$ cat config.mk
export PLATFORM = sky130hd
export DESIGN_NAME = split_quota_message_ring_controller
export DESIGN_NICKNAME = d
export VERILOG_FILES = /design/src/rtl/core/sqmr_pkg.sv /design/src/rtl/core/sqmr_in_stage.sv /design/src/rtl/core/sqmr_action.sv /design/src/rtl/core/split_quota_message_ring_controller.sv
export SDC_FILE = /design/constraint.sdc
export NUM_CORES = 1
export LEC_CHECK = 0
export ABC_AREA = 1
export BUFFER_PORTS_ARGS = -buffer_cell sky130_fd_sc_hd__buf_2
export CAP_MARGIN = 0
export CORE_MARGIN = 2
export CORE_UTILIZATION = 56
export DETAILED_ROUTE_END_ITERATION = 7
export PLACE_DENSITY = 0.74
export RECOVER_POWER = 100
export SYNTH_ARGS = -nofsm -noshare
export SYNTH_HDL_FRONTEND = slang
export SYNTH_SLANG_ARGS = --single-unit
$ cat constraint.sdc
create_clock -name clk -period 11.2 [get_ports clk]
set_clock_uncertainty 0.05 [all_clocks]
set_input_delay 0.56 -clock clk [delete_from_list [all_inputs] [get_ports clk]]
set_output_delay 0.56 -clock clk [all_outputs]
set_load 0.01 [all_outputs]
$ cat src/rtl/core/sqmr_pkg.sv
// ----------------------------------------------------------------------------
// sqmr_pkg
// Shared types and constants of the split quota message ring controller.
// ----------------------------------------------------------------------------
package sqmr_pkg;

  localparam int RING_SLOTS = 64;
  localparam int GEN_BITS   = 16;
  localparam int HALF_RING  = RING_SLOTS / 2;

  localparam int PTR_W  = $clog2(RING_SLOTS);
  localparam int SIZE_W = PTR_W + 1;
  localparam int CAP_W  = 6;
  localparam int CNT_W  = 6;
  localparam int ACT_W  = 3;
  localparam int PGEN_W = 16;
  localparam int CIDX_W = 1;

  localparam logic [ACT_W-1:0] ACT_RX_INIT = 3'd0;
  localparam logic [ACT_W-1:0] ACT_RX_GET  = 3'd1;
  localparam logic [ACT_W-1:0] ACT_CONSUME = 3'd2;
  localparam logic [ACT_W-1:0] ACT_TX_INIT = 3'd3;
  localparam logic [ACT_W-1:0] ACT_TX_GET  = 3'd4;
  localparam logic [ACT_W-1:0] ACT_PRODUCE = 3'd5;

  localparam logic [CIDX_W-1:0] CFG_RX_CAP = 1'd0;
  localparam logic [CIDX_W-1:0] CFG_TX_CAP = 1'd1;

  localparam logic [CAP_W-1:0] CAP_RESET = 6'd8;

  typedef struct packed {
    logic [ACT_W-1:0]  action;
    logic              subscribe;
    logic [PGEN_W-1:0] partner_generation;
  } in_item_t;

  typedef struct packed {
    logic             slot_found;
    logic [CNT_W-1:0] slot_index;
    logic [CNT_W-1:0] receive_count;
    logic [CNT_W-1:0] send_count;
    logic             wake_receiver;
    logic             wake_sender;
    logic             fault;
  } out_item_t;

  typedef struct packed {
    logic [PTR_W-1:0]    read_start;
    logic [PTR_W-1:0]    side_border;
    logic [PTR_W-1:0]    send_end;
    logic                receiver_waiting;
    logic                sender_waiting;
    logic [GEN_BITS-1:0] known_sender_gen;
    logic [GEN_BITS-1:0] known_receiver_gen;
  } ring_state_t;

endpackage

$ cat src/rtl/core/sqmr_in_stage.sv
// ----------------------------------------------------------------------------
// sqmr_in_stage
// Input register: captures one transaction per cycle with its valid flag.
// ----------------------------------------------------------------------------
module sqmr_in_stage import sqmr_pkg::*; (
  input  logic     clk,
  input  logic     rst_n,
  input  logic     take,
  input  in_item_t item,
  output logic     item_valid,
  output in_item_t item_q
);

  logic     valid_r;
  in_item_t item_r;

  always_ff @(posedge clk) begin
    if (!rst_n) begin
      valid_r <= 1'b0;
    end else begin
      valid_r <= take;
    end
  end

  always_ff @(posedge clk) begin
    if (take) begin
      item_r <= item;
    end
  end

  assign item_valid = valid_r;
  assign item_q     = item_r;

endmodule

$ cat src/rtl/core/sqmr_action.sv
// ----------------------------------------------------------------------------
// sqmr_action
// Action decode: next ring pointers, flags and the result of one transaction.
// ----------------------------------------------------------------------------
module sqmr_action import sqmr_pkg::*; (
  input  in_item_t         item,
  input  ring_state_t      state,
  input  logic [CAP_W-1:0] rx_cap,
  input  logic [CAP_W-1:0] tx_cap,
  output ring_state_t      state_nxt,
  output out_item_t        result
);

  function automatic logic [CAP_W-1:0] eff_cap(input logic [CAP_W-1:0] c);
    logic [CAP_W-1:0] r;
    r = c;
    if (c == '0) begin
      r = CAP_W'(1);
    end else if (c > CAP_W'(HALF_RING)) begin
      r = CAP_W'(HALF_RING);
    end
    return r;
  endfunction

  function automatic logic [PTR_W-1:0] ring_inc(input logic [PTR_W-1:0] p,
                                                input logic [SIZE_W-1:0] sz);
    logic [SIZE_W-1:0] s;
    s = {1'b0, p} + SIZE_W'(1);
    if (s >= sz) begin
      s = '0;
    end
    return s[PTR_W-1:0];
  endfunction

  function automatic logic [SIZE_W-1:0] ring_dist(input logic [PTR_W-1:0] e,
                                                  input logic [PTR_W-1:0] s,
                                                  input logic [SIZE_W-1:0] sz);
    logic [SIZE_W-1:0] d;
    if (e >= s) begin
      d = {1'b0, e} - {1'b0, s};
    end else begin
      d = {1'b0, e} + sz - {1'b0, s};
    end
    return d;
  endfunction

  logic [CAP_W-1:0]    rx_eff;
  logic [CAP_W-1:0]    tx_eff;
  logic [SIZE_W-1:0]   size;
  logic [SIZE_W-1:0]   rx_dist;
  logic [SIZE_W-1:0]   tx_dist;
  logic [GEN_BITS-1:0] gen;
  logic [PTR_W-1:0]    send_end_inc;
  logic                found;
  logic [PTR_W-1:0]    slot;
  logic                wake_r;
  logic                wake_s;
  logic                flt;

  assign rx_eff       = eff_cap(rx_cap);
  assign tx_eff       = eff_cap(tx_cap);
  assign size         = SIZE_W'(rx_eff) + SIZE_W'(tx_eff);
  assign rx_dist      = ring_dist(state.side_border, state.read_start, size);
  assign tx_dist      = ring_dist(state.send_end, state.side_border, size);
  assign gen          = item.partner_generation[GEN_BITS-1:0];
  assign send_end_inc = ring_inc(state.send_end, size);

  always_comb begin
    state_nxt = state;
    found     = 1'b0;
    slot      = '0;
    wake_r    = 1'b0;
    wake_s    = 1'b0;
    flt       = 1'b0;
    case (item.action)
      ACT_RX_INIT: begin
        state_nxt.read_start         = state.side_border;
        state_nxt.receiver_waiting   = 1'b0;
        state_nxt.known_receiver_gen = gen;
      end
      ACT_RX_GET: begin
        if (state.side_border != state.read_start) begin
          found = 1'b1;
          slot  = state.read_start;
        end else if (item.subscribe) begin
          state_nxt.receiver_waiting = 1'b1;
        end
      end
      ACT_CONSUME: begin
        if (state.read_start == state.side_border) begin
          flt = 1'b1;
        end else begin
          state_nxt.read_start = ring_inc(state.read_start, size);
          if (gen == state.known_sender_gen && state.side_border != state.send_end) begin
            state_nxt.side_border = ring_inc(state.side_border, size);
            if (state.sender_waiting) begin
              state_nxt.sender_waiting = 1'b0;
              wake_s                   = 1'b1;
            end
          end
        end
      end
      ACT_TX_INIT: begin
        state_nxt.send_end         = state.side_border;
        state_nxt.sender_waiting   = 1'b0;
        state_nxt.known_sender_gen = gen;
      end
      ACT_TX_GET: begin
        if (tx_dist < SIZE_W'(tx_eff)) begin
          found = 1'b1;
          slot  = state.send_end;
        end else if (item.subscribe) begin
          state_nxt.sender_waiting = 1'b1;
        end
      end
      ACT_PRODUCE: begin
        if (tx_dist >= SIZE_W'(tx_eff)) begin
          flt = 1'b1;
        end else begin
          state_nxt.send_end = send_end_inc;
          if (gen == state.known_receiver_gen) begin
            if (rx_dist < SIZE_W'(rx_eff)) begin
              state_nxt.side_border = send_end_inc;
              if (state.receiver_waiting) begin
                state_nxt.receiver_waiting = 1'b0;
                wake_r                     = 1'b1;
              end
            end
          end else begin
            state_nxt.side_border = send_end_inc;
          end
        end
      end
      default: begin
      end
    endcase
  end

  always_comb begin
    result.slot_found    = found;
    result.slot_index    = CNT_W'(slot);
    result.receive_count =
      CNT_W'(ring_dist(state_nxt.side_border, state_nxt.read_start, size));
    result.send_count    =
      CNT_W'(ring_dist(state_nxt.send_end, state_nxt.side_border, size));
    result.wake_receiver = wake_r;
    result.wake_sender   = wake_s;
    result.fault         = flt;
  end

endmodule

$ cat src/rtl/core/split_quota_message_ring_controller.sv
// ----------------------------------------------------------------------------
// split_quota_message_ring_controller
// Slot pointer controller of a one-sender, one-receiver message ring.
// ----------------------------------------------------------------------------
// Path: an accepted transaction is held in the input register, decoded, and
// its result and out_valid are registered in the output register.
// Throughput: one transaction per cycle; busy is tied low, and a single
// decode stage lies between the input register and the result register.
// Reset (synchronous, rst_n low): pointers, waiting flags and generations
// clear, both capacities return to 8. A capacity write clears the ring too.
// ----------------------------------------------------------------------------
module split_quota_message_ring_controller import sqmr_pkg::*; (
  input  logic              clk,
  input  logic              rst_n,
  input  logic              start,
  output logic              busy,
  input  in_item_t          in_data,
  output logic              out_valid,
  output out_item_t         out_data,
  input  logic              cfg_we,
  input  logic [CIDX_W-1:0] cfg_index,
  input  logic [CAP_W-1:0]  cfg_data
);

  logic             take;
  logic             item_valid;
  in_item_t         item_q;
  ring_state_t      state_r;
  ring_state_t      state_nxt;
  out_item_t        result;
  logic [CAP_W-1:0] rx_cap_r;
  logic [CAP_W-1:0] tx_cap_r;
  logic             out_valid_r;
  out_item_t        out_data_r;

  assign busy = 1'b0;
  assign take = start && !busy;

  sqmr_in_stage u_in_stage (
    .clk        (clk),
    .rst_n      (rst_n),
    .take       (take),
    .item       (in_data),
    .item_valid (item_valid),
    .item_q     (item_q)
  );

  sqmr_action u_action (
    .item      (item_q),
    .state     (state_r),
    .rx_cap    (rx_cap_r),
    .tx_cap    (tx_cap_r),
    .state_nxt (state_nxt),
    .result    (result)
  );

  always_ff @(posedge clk) begin
    if (!rst_n) begin
      rx_cap_r <= CAP_RESET;
      tx_cap_r <= CAP_RESET;
    end else if (cfg_we) begin
      if (cfg_index == CFG_RX_CAP) begin
        rx_cap_r <= cfg_data;
      end
      if (cfg_index == CFG_TX_CAP) begin
        tx_cap_r <= cfg_data;
      end
    end
  end

  always_ff @(posedge clk) begin
    if (!rst_n || cfg_we) begin
      state_r <= '0;
    end else if (item_valid) begin
      state_r <= state_nxt;
    end
  end

  always_ff @(posedge clk) begin
    if (!rst_n) begin
      out_valid_r <= 1'b0;
    end else begin
      out_valid_r <= item_valid;
    end
  end

  always_ff @(posedge clk) begin
    if (item_valid) begin
      out_data_r <= result;
    end
  end

  assign out_valid = out_valid_r;
  assign out_data  = out_data_r;

endmodule

==> results.txt, run 1 <==
- Status: finished, violations left
* Failing checks: capacitance limit, slew limit
* Share of power burned in combinational logic: 47.8%
- The first global-routing pass estimated 37600 um of wire.
- Clock Latency Late Sink: 0.38 ns
- The analysis attributes to cell leakage a power of 4.614 nW.
- Crit share post-route: 82.92%
- Once detailed placement completed, the half-perimeter wirelength came to 17960 um.
* Hold wc startpoint: in_data[4]
- Count of buffers added by post-CTS timing repair for setup: 0
- Number of antenna cells inserted: 0
* Buffer levels on the longest clock path: 2
* Maximum fanout count along the critical path: 17
* Final Max Tran Viols: 44
- Of the cells placed in the final design, the portion with a size suffix greater than 1 is 7.736%.
* FMAX: 0.1077 GHz
- The cell count after synthesis came out at 1194.
- STA classifies the critical path startpoint as a flop.
- Full die area: 17200 sq um
- The mapped netlist covers 9052 sq um.
- Sequential share of the synthesized area: 28.53%
- Number of buffers added by the clock tree synthesis step: 9
- Synthesis produced a netlist with a net count of 1341.
- In this run the remaining antenna-violating nets after routing total 0.
* Initial antenna violation count: 0
- Cell family contributing the most delay on the critical path: simple AND/OR/NAND/NOR gates
* CTS Root Buffer Type: sky130_fd_sc_hd__clkbuf_16
* Primary FF master, synth: sky130_fd_sc_hd__dfxtp_1
* Number of placement rows: 46
- Across every metal layer, demand over resource in global routing totals 27.30%.
* IO buf count: 53
- Crit path top cell by count: sky130_fd_sc_hd__nand2_1
- The share of total power dissipated in sequential elements is 30.3%.
- Setup slack on the worst flop-to-flop path: 1.91 ns
- Slew Limit Headroom: -43.86%
- Maximum level of the CTS H-tree: 3
* Power density over the cells: 158.5 nW/um^2
- Worst reg2reg path depth: 42
- A synthesized cell averages 7.582 sq um.
- Setup TNS: 0 ns
- At the pin with the least slew margin, the transition time is 2.158 ns.
- Power comes to 1.536 mW.
- Wirelength, routed: 23190 um
* Biggest cell delay along the critical path: 0.91 ns
* Type of the most critical hold path: in2reg
- Maximum number of pins on one net before global-route repair: 44
- The number of global-route vias before repair is 7572.
- Chip Height: 131.1 um
* Width of the die: 131.1 um
- Setup repair after global routing left no endpoint under its margin.
* Critical setup path kind: reg2reg
- Most area-consuming cells after synthesis: sky130_fd_sc_hd__dfxtp_1 15%, sky130_fd_sc_hd__edfxtp_1 14%, sky130_fd_sc_hd__ha_1 12%
* Detailed-route via count: 8028
- Length of the first detailed-routing pass in iterations: 6
* Growth of design area from synthesis to finish: 7.077%
* Clock tree from TritonCTS: done
* Core Region: 15830 sq um
- DRC marker count from the first detailed-route iteration: 509
* Crit. path cell count: 42
- Number of hold buffers added after CTS: 0
- Post-synth cell types: 61
- The worst register-to-register path ends at out_data[8].
* Number of clock sinks seen by CTS: 108
- The library cells used most frequently in the layout, excluding fill and tap cells, are 221 x sky130_fd_sc_hd__nand2_1, 209 x sky130_fd_sc_hd__inv_1, 90 x sky130_fd_sc_hd__ha_1.
* Initial cell density of the core: 57.19%
* Fraction of power consumed by the clock network: 21.9%
- Data required time of the worst path: 11.26 ns
- Number of synthesized flops with an enable pin: 42
- The critical path ends at out_data[8].
- During synthesis, Yosys emitted a total of 0 warnings.
- Clock-pin slew was measured on the worst setup and hold paths at 0.08 ns.
- In the final routed layout, each cell accounts on average for 15.92 um.
- Placer's final routability congestion estimate: 0.9846
- Cell Int Power: 0.8750 mW
- WP buf/inv: 5
* Cell at the slowest stage of the critical path: sky130_fd_sc_hd__nor2_1
* Post-DR vias/cell: 5.510
- Final Hold Vio Count: 0
- Synth Register Bits: 108
- PostCTS Resize Cnt: 0
- Arrival time worst endpoint: 9.35 ns
- Time the final worst path needs with I/O delays and setup: 9.287 ns
- Fraction of synthesized cell area taken by the top area cell type: 14.60%
- VDD sags by at most 0.1024 mV.
* Top-level port count: 55
- In the routed design, unresolved DRC markers number 0.
* # setup viols final: 0
- Across the run, the number of max-cap violations was 1.
- Most common cell after layout, fill and taps aside: sky130_fd_sc_hd__nand2_1
* Dominant cell type by area after synthesis: sky130_fd_sc_hd__dfxtp_1
- Net Switching: 0.6615 mW
- The worst register-to-register path begins at rx_cap_r[1].
- Worst setup EP type: flop
- Net switching is 43.05% of the power.
- Of all flip-flops after synthesis, the portion carrying an async set or reset was 0%.
* Setup crit start: rx_cap_r[1]
- Final net count: 1383
* Total congestion overflow: 0
how the worst min path moves through the flow:
stage                             to  slack, ns  depth (start not counted)
2_1_floorplan            state_r[32]       0.38                          2
3_3_place_gp             state_r[32]       0.40                          2
3_5_place_dp             state_r[27]       0.41                          2
4_1_cts        u_in_stage.item_q[14]       0.30                          1
5_1_grt         u_in_stage.item_q[0]       0.30                          1
6_report        u_in_stage.item_q[4]       0.31                          1
worst register-to-register path, delay by kind of cell (launching register included):
kind,cells,cell delay (ns)
compound gates,9,1.96
simple gates,18,2.92
xor+xnor,4,1.00
buf+inv,5,0.56
fa+ha+maj,6,2.25
flops,1,0.33
flip-flops by register name (all words and copies together) (netlist names):
name,cells
state_r,52
out_data,22
u_in_stage.item_q,20
out_valid,1
rx_cap_r,6
u_in_stage.item_valid,1
tx_cap_r,6
cell usage after synthesis (all sizes together), types with 2 or more instances:
master and count:
nand4 24, dfxtp 66, a221oi 2, buf 5, nand2 233, nor3b 3, ha 90, nor2 87
nor3 11, clkbuf 20, xor2 36, fa 26, a21boi 3, o21a 4, mux2i 2, a21oi 93
o21ai 84, inv 212, nand3 73, o31ai 4, o211ai 6, nor4 2, a211oi 5, xnor2 13
edfxtp 42, a31oi 12, o22ai 14, or2 8, clkinv 2
area by class of cell:
type                    count  area (sq um)
repair buffers             56         251.5
clock buffers               9         225.2
fillers                  1456          6135
well taps                 216         270.3
inverters                 214         803.3
clock inverters             7         86.33
multi-input cells         847          5474
flip-flops and latches    108          2582
routing by layer:
| metal | vias to the layer above | part of all wire (%) | GRT usage (%) |
|---|---|---|---|
| li1 | 4022 | - | - |
| met1 | 3665 | 42 | 33.95 |
| met2 | 271 | 47 | 45.67 |
| met3 | 70 | 6.2 | 5.363 |
| met4 | 0 | 4.6 | 12.92 |
| met5 | - | 0 | 0 |
cells by family (layout without fill, tap and decap cells):
group / count (synthesis) / in the layout / share of synthesized area [%]
buffers and inverters: 239 / 286 / 10.19
AND/OR/NAND/NOR: 444 / 444 / 22.75
multiplexers: 2 / 2 / 0.2212
other: 1 / 1 / 0.04143
adder cells (fa/ha/maj): 116 / 116 / 18.19
flip-flops: 108 / 108 / 28.53
AO/OA/AOI/OAI: 235 / 235 / 15.34
XOR/XNOR: 49 / 49 / 4.741
power groups by stage:
| stage | Combinational [mW] | Clock [mW] | Sequential, mW |
|---|---|---|---|
| floorplan | 0.576 | 0 | 0.475 |
| global placement | 0.731 | 0 | 0.473 |
| detailed placement | 0.740 | 0 | 0.473 |
| CTS | 0.747 | 0.346 | 0.464 |
| global route | 0.832 | 0.358 | 0.468 |
| finish | 0.734 | 0.337 | 0.465 |
per-stage QoR:
stage	instances	instance area (sq um)	setup WS (ns)	hold WS [ns]	utilization [%]
finish	1457	9693	1.913	0.3110	61.24
global route	1457	9693	1.208	0.3007	61.24
CTS	1457	9807	3.077	0.3017	61.96
detailed placement	1441	9495	3.156	0.4086	59.99
global placement	1441	9495	3.305	0.4005	59.99
floorplan	1194	9052	4.157	0.3844	-
Power figures use the tool's default switching activity.
==> run 2, diff against run 1 <==
- PLACE_DENSITY: 0.74 -> 0.77
- clock period: 11.2 -> 7.7 ns (I/O delays scaled with it)
==> run 2 against run 1 <==
Against the previous run:
- the run still ends with capacitance limit, slew limit left
- critical path type unchanged
- largest cell class unchanged
- critical path depth increased by 3
- cell count rose by 1.2%
- register-to-register slack worse by 1.4 ns
- hold slack worse by 0.17 ns
- power grew 53%
- clock-buffer cell count unchanged
- sequential cell count did not move
- highest routed layer unchanged
==> results.txt, run 2 (synthesized netlist as in run 1, its figures left out) <==
- Status: finished, violations left
- The checks that failed: capacitance limit, slew limit.
- Final net count: 1400 (+1.2%)
- The number of inserted diodes is 0 (unchanged).
- The count of cells along the worst register-to-register path came to 45 (+7.1%).
- The most critical setup path has its startpoint at rx_cap_r[1].
- Max reg flops: 52 (unchanged)
* Remaining number of nets flagged by the antenna check after routing: 0 (unchanged)
- The first-pass GRT wire length came to 38850 um (+3.3%).
* Data required time of the worst path: 7.76 ns (-3.50 ns)
- Cell family contributing the most delay on the critical path: adder cells
- Initial antenna violation count: 0 (unchanged)
- The worst setup path is launched from a flop.
- Max-capacitance violation count: 1 (unchanged)
- # setup viols final: 0 (unchanged)
* Cell at the slowest stage of the critical path: sky130_fd_sc_hd__fa_1
- The worst voltage drop across the vdd grid came to 0.1516 mV (+48%).
* Worst Max-Slew Pin Slew: 2.368 ns (+0.2099 ns)
* Met3 Wirelength: 1381 um (-4.2%)
* WP buf/inv: 9 (+4)
- CTS Root Buffer Type: sky130_fd_sc_hd__clkbuf_16
- The die width is 131.1 um (unchanged).
- Type of the most critical hold path: in2reg
* Final Max Tran Viols: 49 (+11%)
- The core area is 15830 sq um (unchanged).
- The wire length the detailed router placed on met1 was 10230 um (+4.5%).
- Buffer levels on the longest clock path: 2 (unchanged)
- The most numerous cell type found on the critical path is sky130_fd_sc_hd__inv_1.
* Power density over the cells: 235.3 nW/um^2 (+48%)
- Biggest cell delay along the critical path: 0.54 ns (-0.37 ns)
- The number of top-level design ports was 55 (unchanged).
- Slew Limit Headroom: -57.86% (-14 points)
* Detail Route met2 WL: 11450 um (+5.3%)
* Detailed-route via count: 8166 (+1.7%)
- The pin count of the biggest net entering global routing was 49 (+11%).
- The upper clock frequency limit was 0.1383 GHz (+28%).
- Crit share post-route: 93.88% (+11 points)
- The register with the most flip-flops in the final layout is state_r.
- Number of placement rows: 46 (unchanged)
- Proportion of layout cells with a drive suffix above 1: 11.61% (+3.9 points)
- Global-route usage over all layers: 28.03% (+0.73 points)
- The worst register-to-register path begins at rx_cap_r[1].
* Arrival time worst endpoint: 7.29 ns (-2.06 ns)
* Clock transition time at the flip-flop clock pins of the worst setup and hold paths: 0.08 ns (about the same)
* Number of buffers added by the clock tree synthesis step: 9 (unchanged)
* Length of the first detailed-routing pass in iterations: 5 (-1)
* Hold Path Stages: 1 (unchanged)
* Chip Height: 131.1 um (unchanged)
* Initial cell density of the core: 57.19% (unchanged)
- The global placement routability congestion is 0.9656 (-1.9%).
- Growth of design area from synthesis to finish: 10.46%
* Overall power of the completed layout: 2.353 mW (+53%)
- The post-detailed-route via-to-cell ratio is 5.540 (+0.55%).
- The count of H-tree levels built during CTS is 3 (unchanged).
- Most common cell after layout, fill and taps aside: sky130_fd_sc_hd__nand2_1
* Capture point of the critical path: out_data[8]
* Critical setup path kind: reg2reg
* Leakage power of the design: 4.725 nW (+2.4%)
* Clock tree from TritonCTS: done
- The worst register-to-register path ends at out_data[8].
- Setup TNS: 0 ns (unchanged)
- The logic depth of the worst path, buffers included came to 45 (+7.1%).
* DRC: 0 (unchanged)
- Top layer in use: met4
* Clock Latency Late Sink: 0.38 ns (about the same)
- Number of clock sinks seen by CTS: 108 (unchanged)
- The highest fanout seen on the critical path is 10 (-7).
* Time the final worst path needs with I/O delays and setup: 7.228 ns (-2.059 ns)
- STA classifies the critical path endpoint as a flop.
* Leading cell types in the layout, fill and taps excluded: 214 x sky130_fd_sc_hd__nand2_1, 205 x sky130_fd_sc_hd__inv_1, 86 x sky130_fd_sc_hd__ha_1
* Setup slack on the worst flop-to-flop path: 0.47 ns (-1.44 ns)
- Number of global-route vias before repair: 7871 (+3.9%)
- Total congestion overflow: 0 (unchanged)
- Final Hold Vio Count: 0 (unchanged)
- DRC marker count from the first detailed-route iteration: 588 (+16%)
* Post-DP HPWL: 18630 um (+3.7%)
- Wirelength, routed: 24030 um (+3.6%)
* Detailed-route wire length per cell: 16.30 um (+2.4%)
- The die footprint is 17200 sq um (unchanged).
* IO buf count: 53 (unchanged)
==> run 2: cell count changes in the layout (fill, tap and decap cells not counted), sizes merged <==
cell | previous run | this run
buf | 29 | 47
clkbuf | 36 | 35
==> run 2: area by class of cell <==
cell class	instances	area, sq um
Sequential cell	108	2585
Tap cell	216	270.3
Inverter	214	803.3
Clock buffer	9	225.2
Clock inverter	7	86.33
Fill cell	1425	5828
Multi-Input combinational cell	847	5645
Timing Repair Buffer	73	384.1
==> run 2: what timing repair did <==
item / CTS / global route
setup endpoints to repair: 0 / 11
hold buffers: 0 / 0
buffers inserted: 0 / 6
resized for setup: 0 / 27
==> run 2: layer usage <==
layer	GRT usage [%]	vias up
li1	-	4057
met5	0	-
met4	13.22	0
met3	3.549	71
met2	47.89	306
met1	35.30	3732
==> run 2: power by group <==
part / internal [mW] / switching [mW] / leakage [nW] / total [mW]
clock: 0.236 / 0.264 / 0.151 / 0.499
sequential: 0.647 / 0.0268 / 0.949 / 0.674
combinational: 0.450 / 0.730 / 3.62 / 1.18
total: 1.33 / 1.02 / 4.72 / 2.35
==> run 2: through the flow <==
stage	hold WS (ns)	util [%]	cell area, sq um	setup WS (ns)	std cells
floorplan	0.3844	-	9052	0.6572	1194
global placement	0.4005	60.51	9578	0.2196	1452
global route	0.1317	63.18	10000	-0.04528	1474
finish	0.1398	63.18	10000	0.4716	1474
detailed placement	0.4027	60.51	9578	0.05779	1452
CTS	0.1316	62.48	9889	0.02578	1468
==> run 2: how the worst min path moves through the flow <==
stage / from / end / slack, ns
global route: in_data[0] / u_in_stage.item_q[0] / 0.13
floorplan: state_r[32] / state_r[32] / 0.38
finish: in_data[5] / u_in_stage.item_q[5] / 0.14
detailed placement: state_r[29] / state_r[29] / 0.40
CTS: in_data[5] / u_in_stage.item_q[5] / 0.13
global placement: state_r[29] / state_r[29] / 0.40
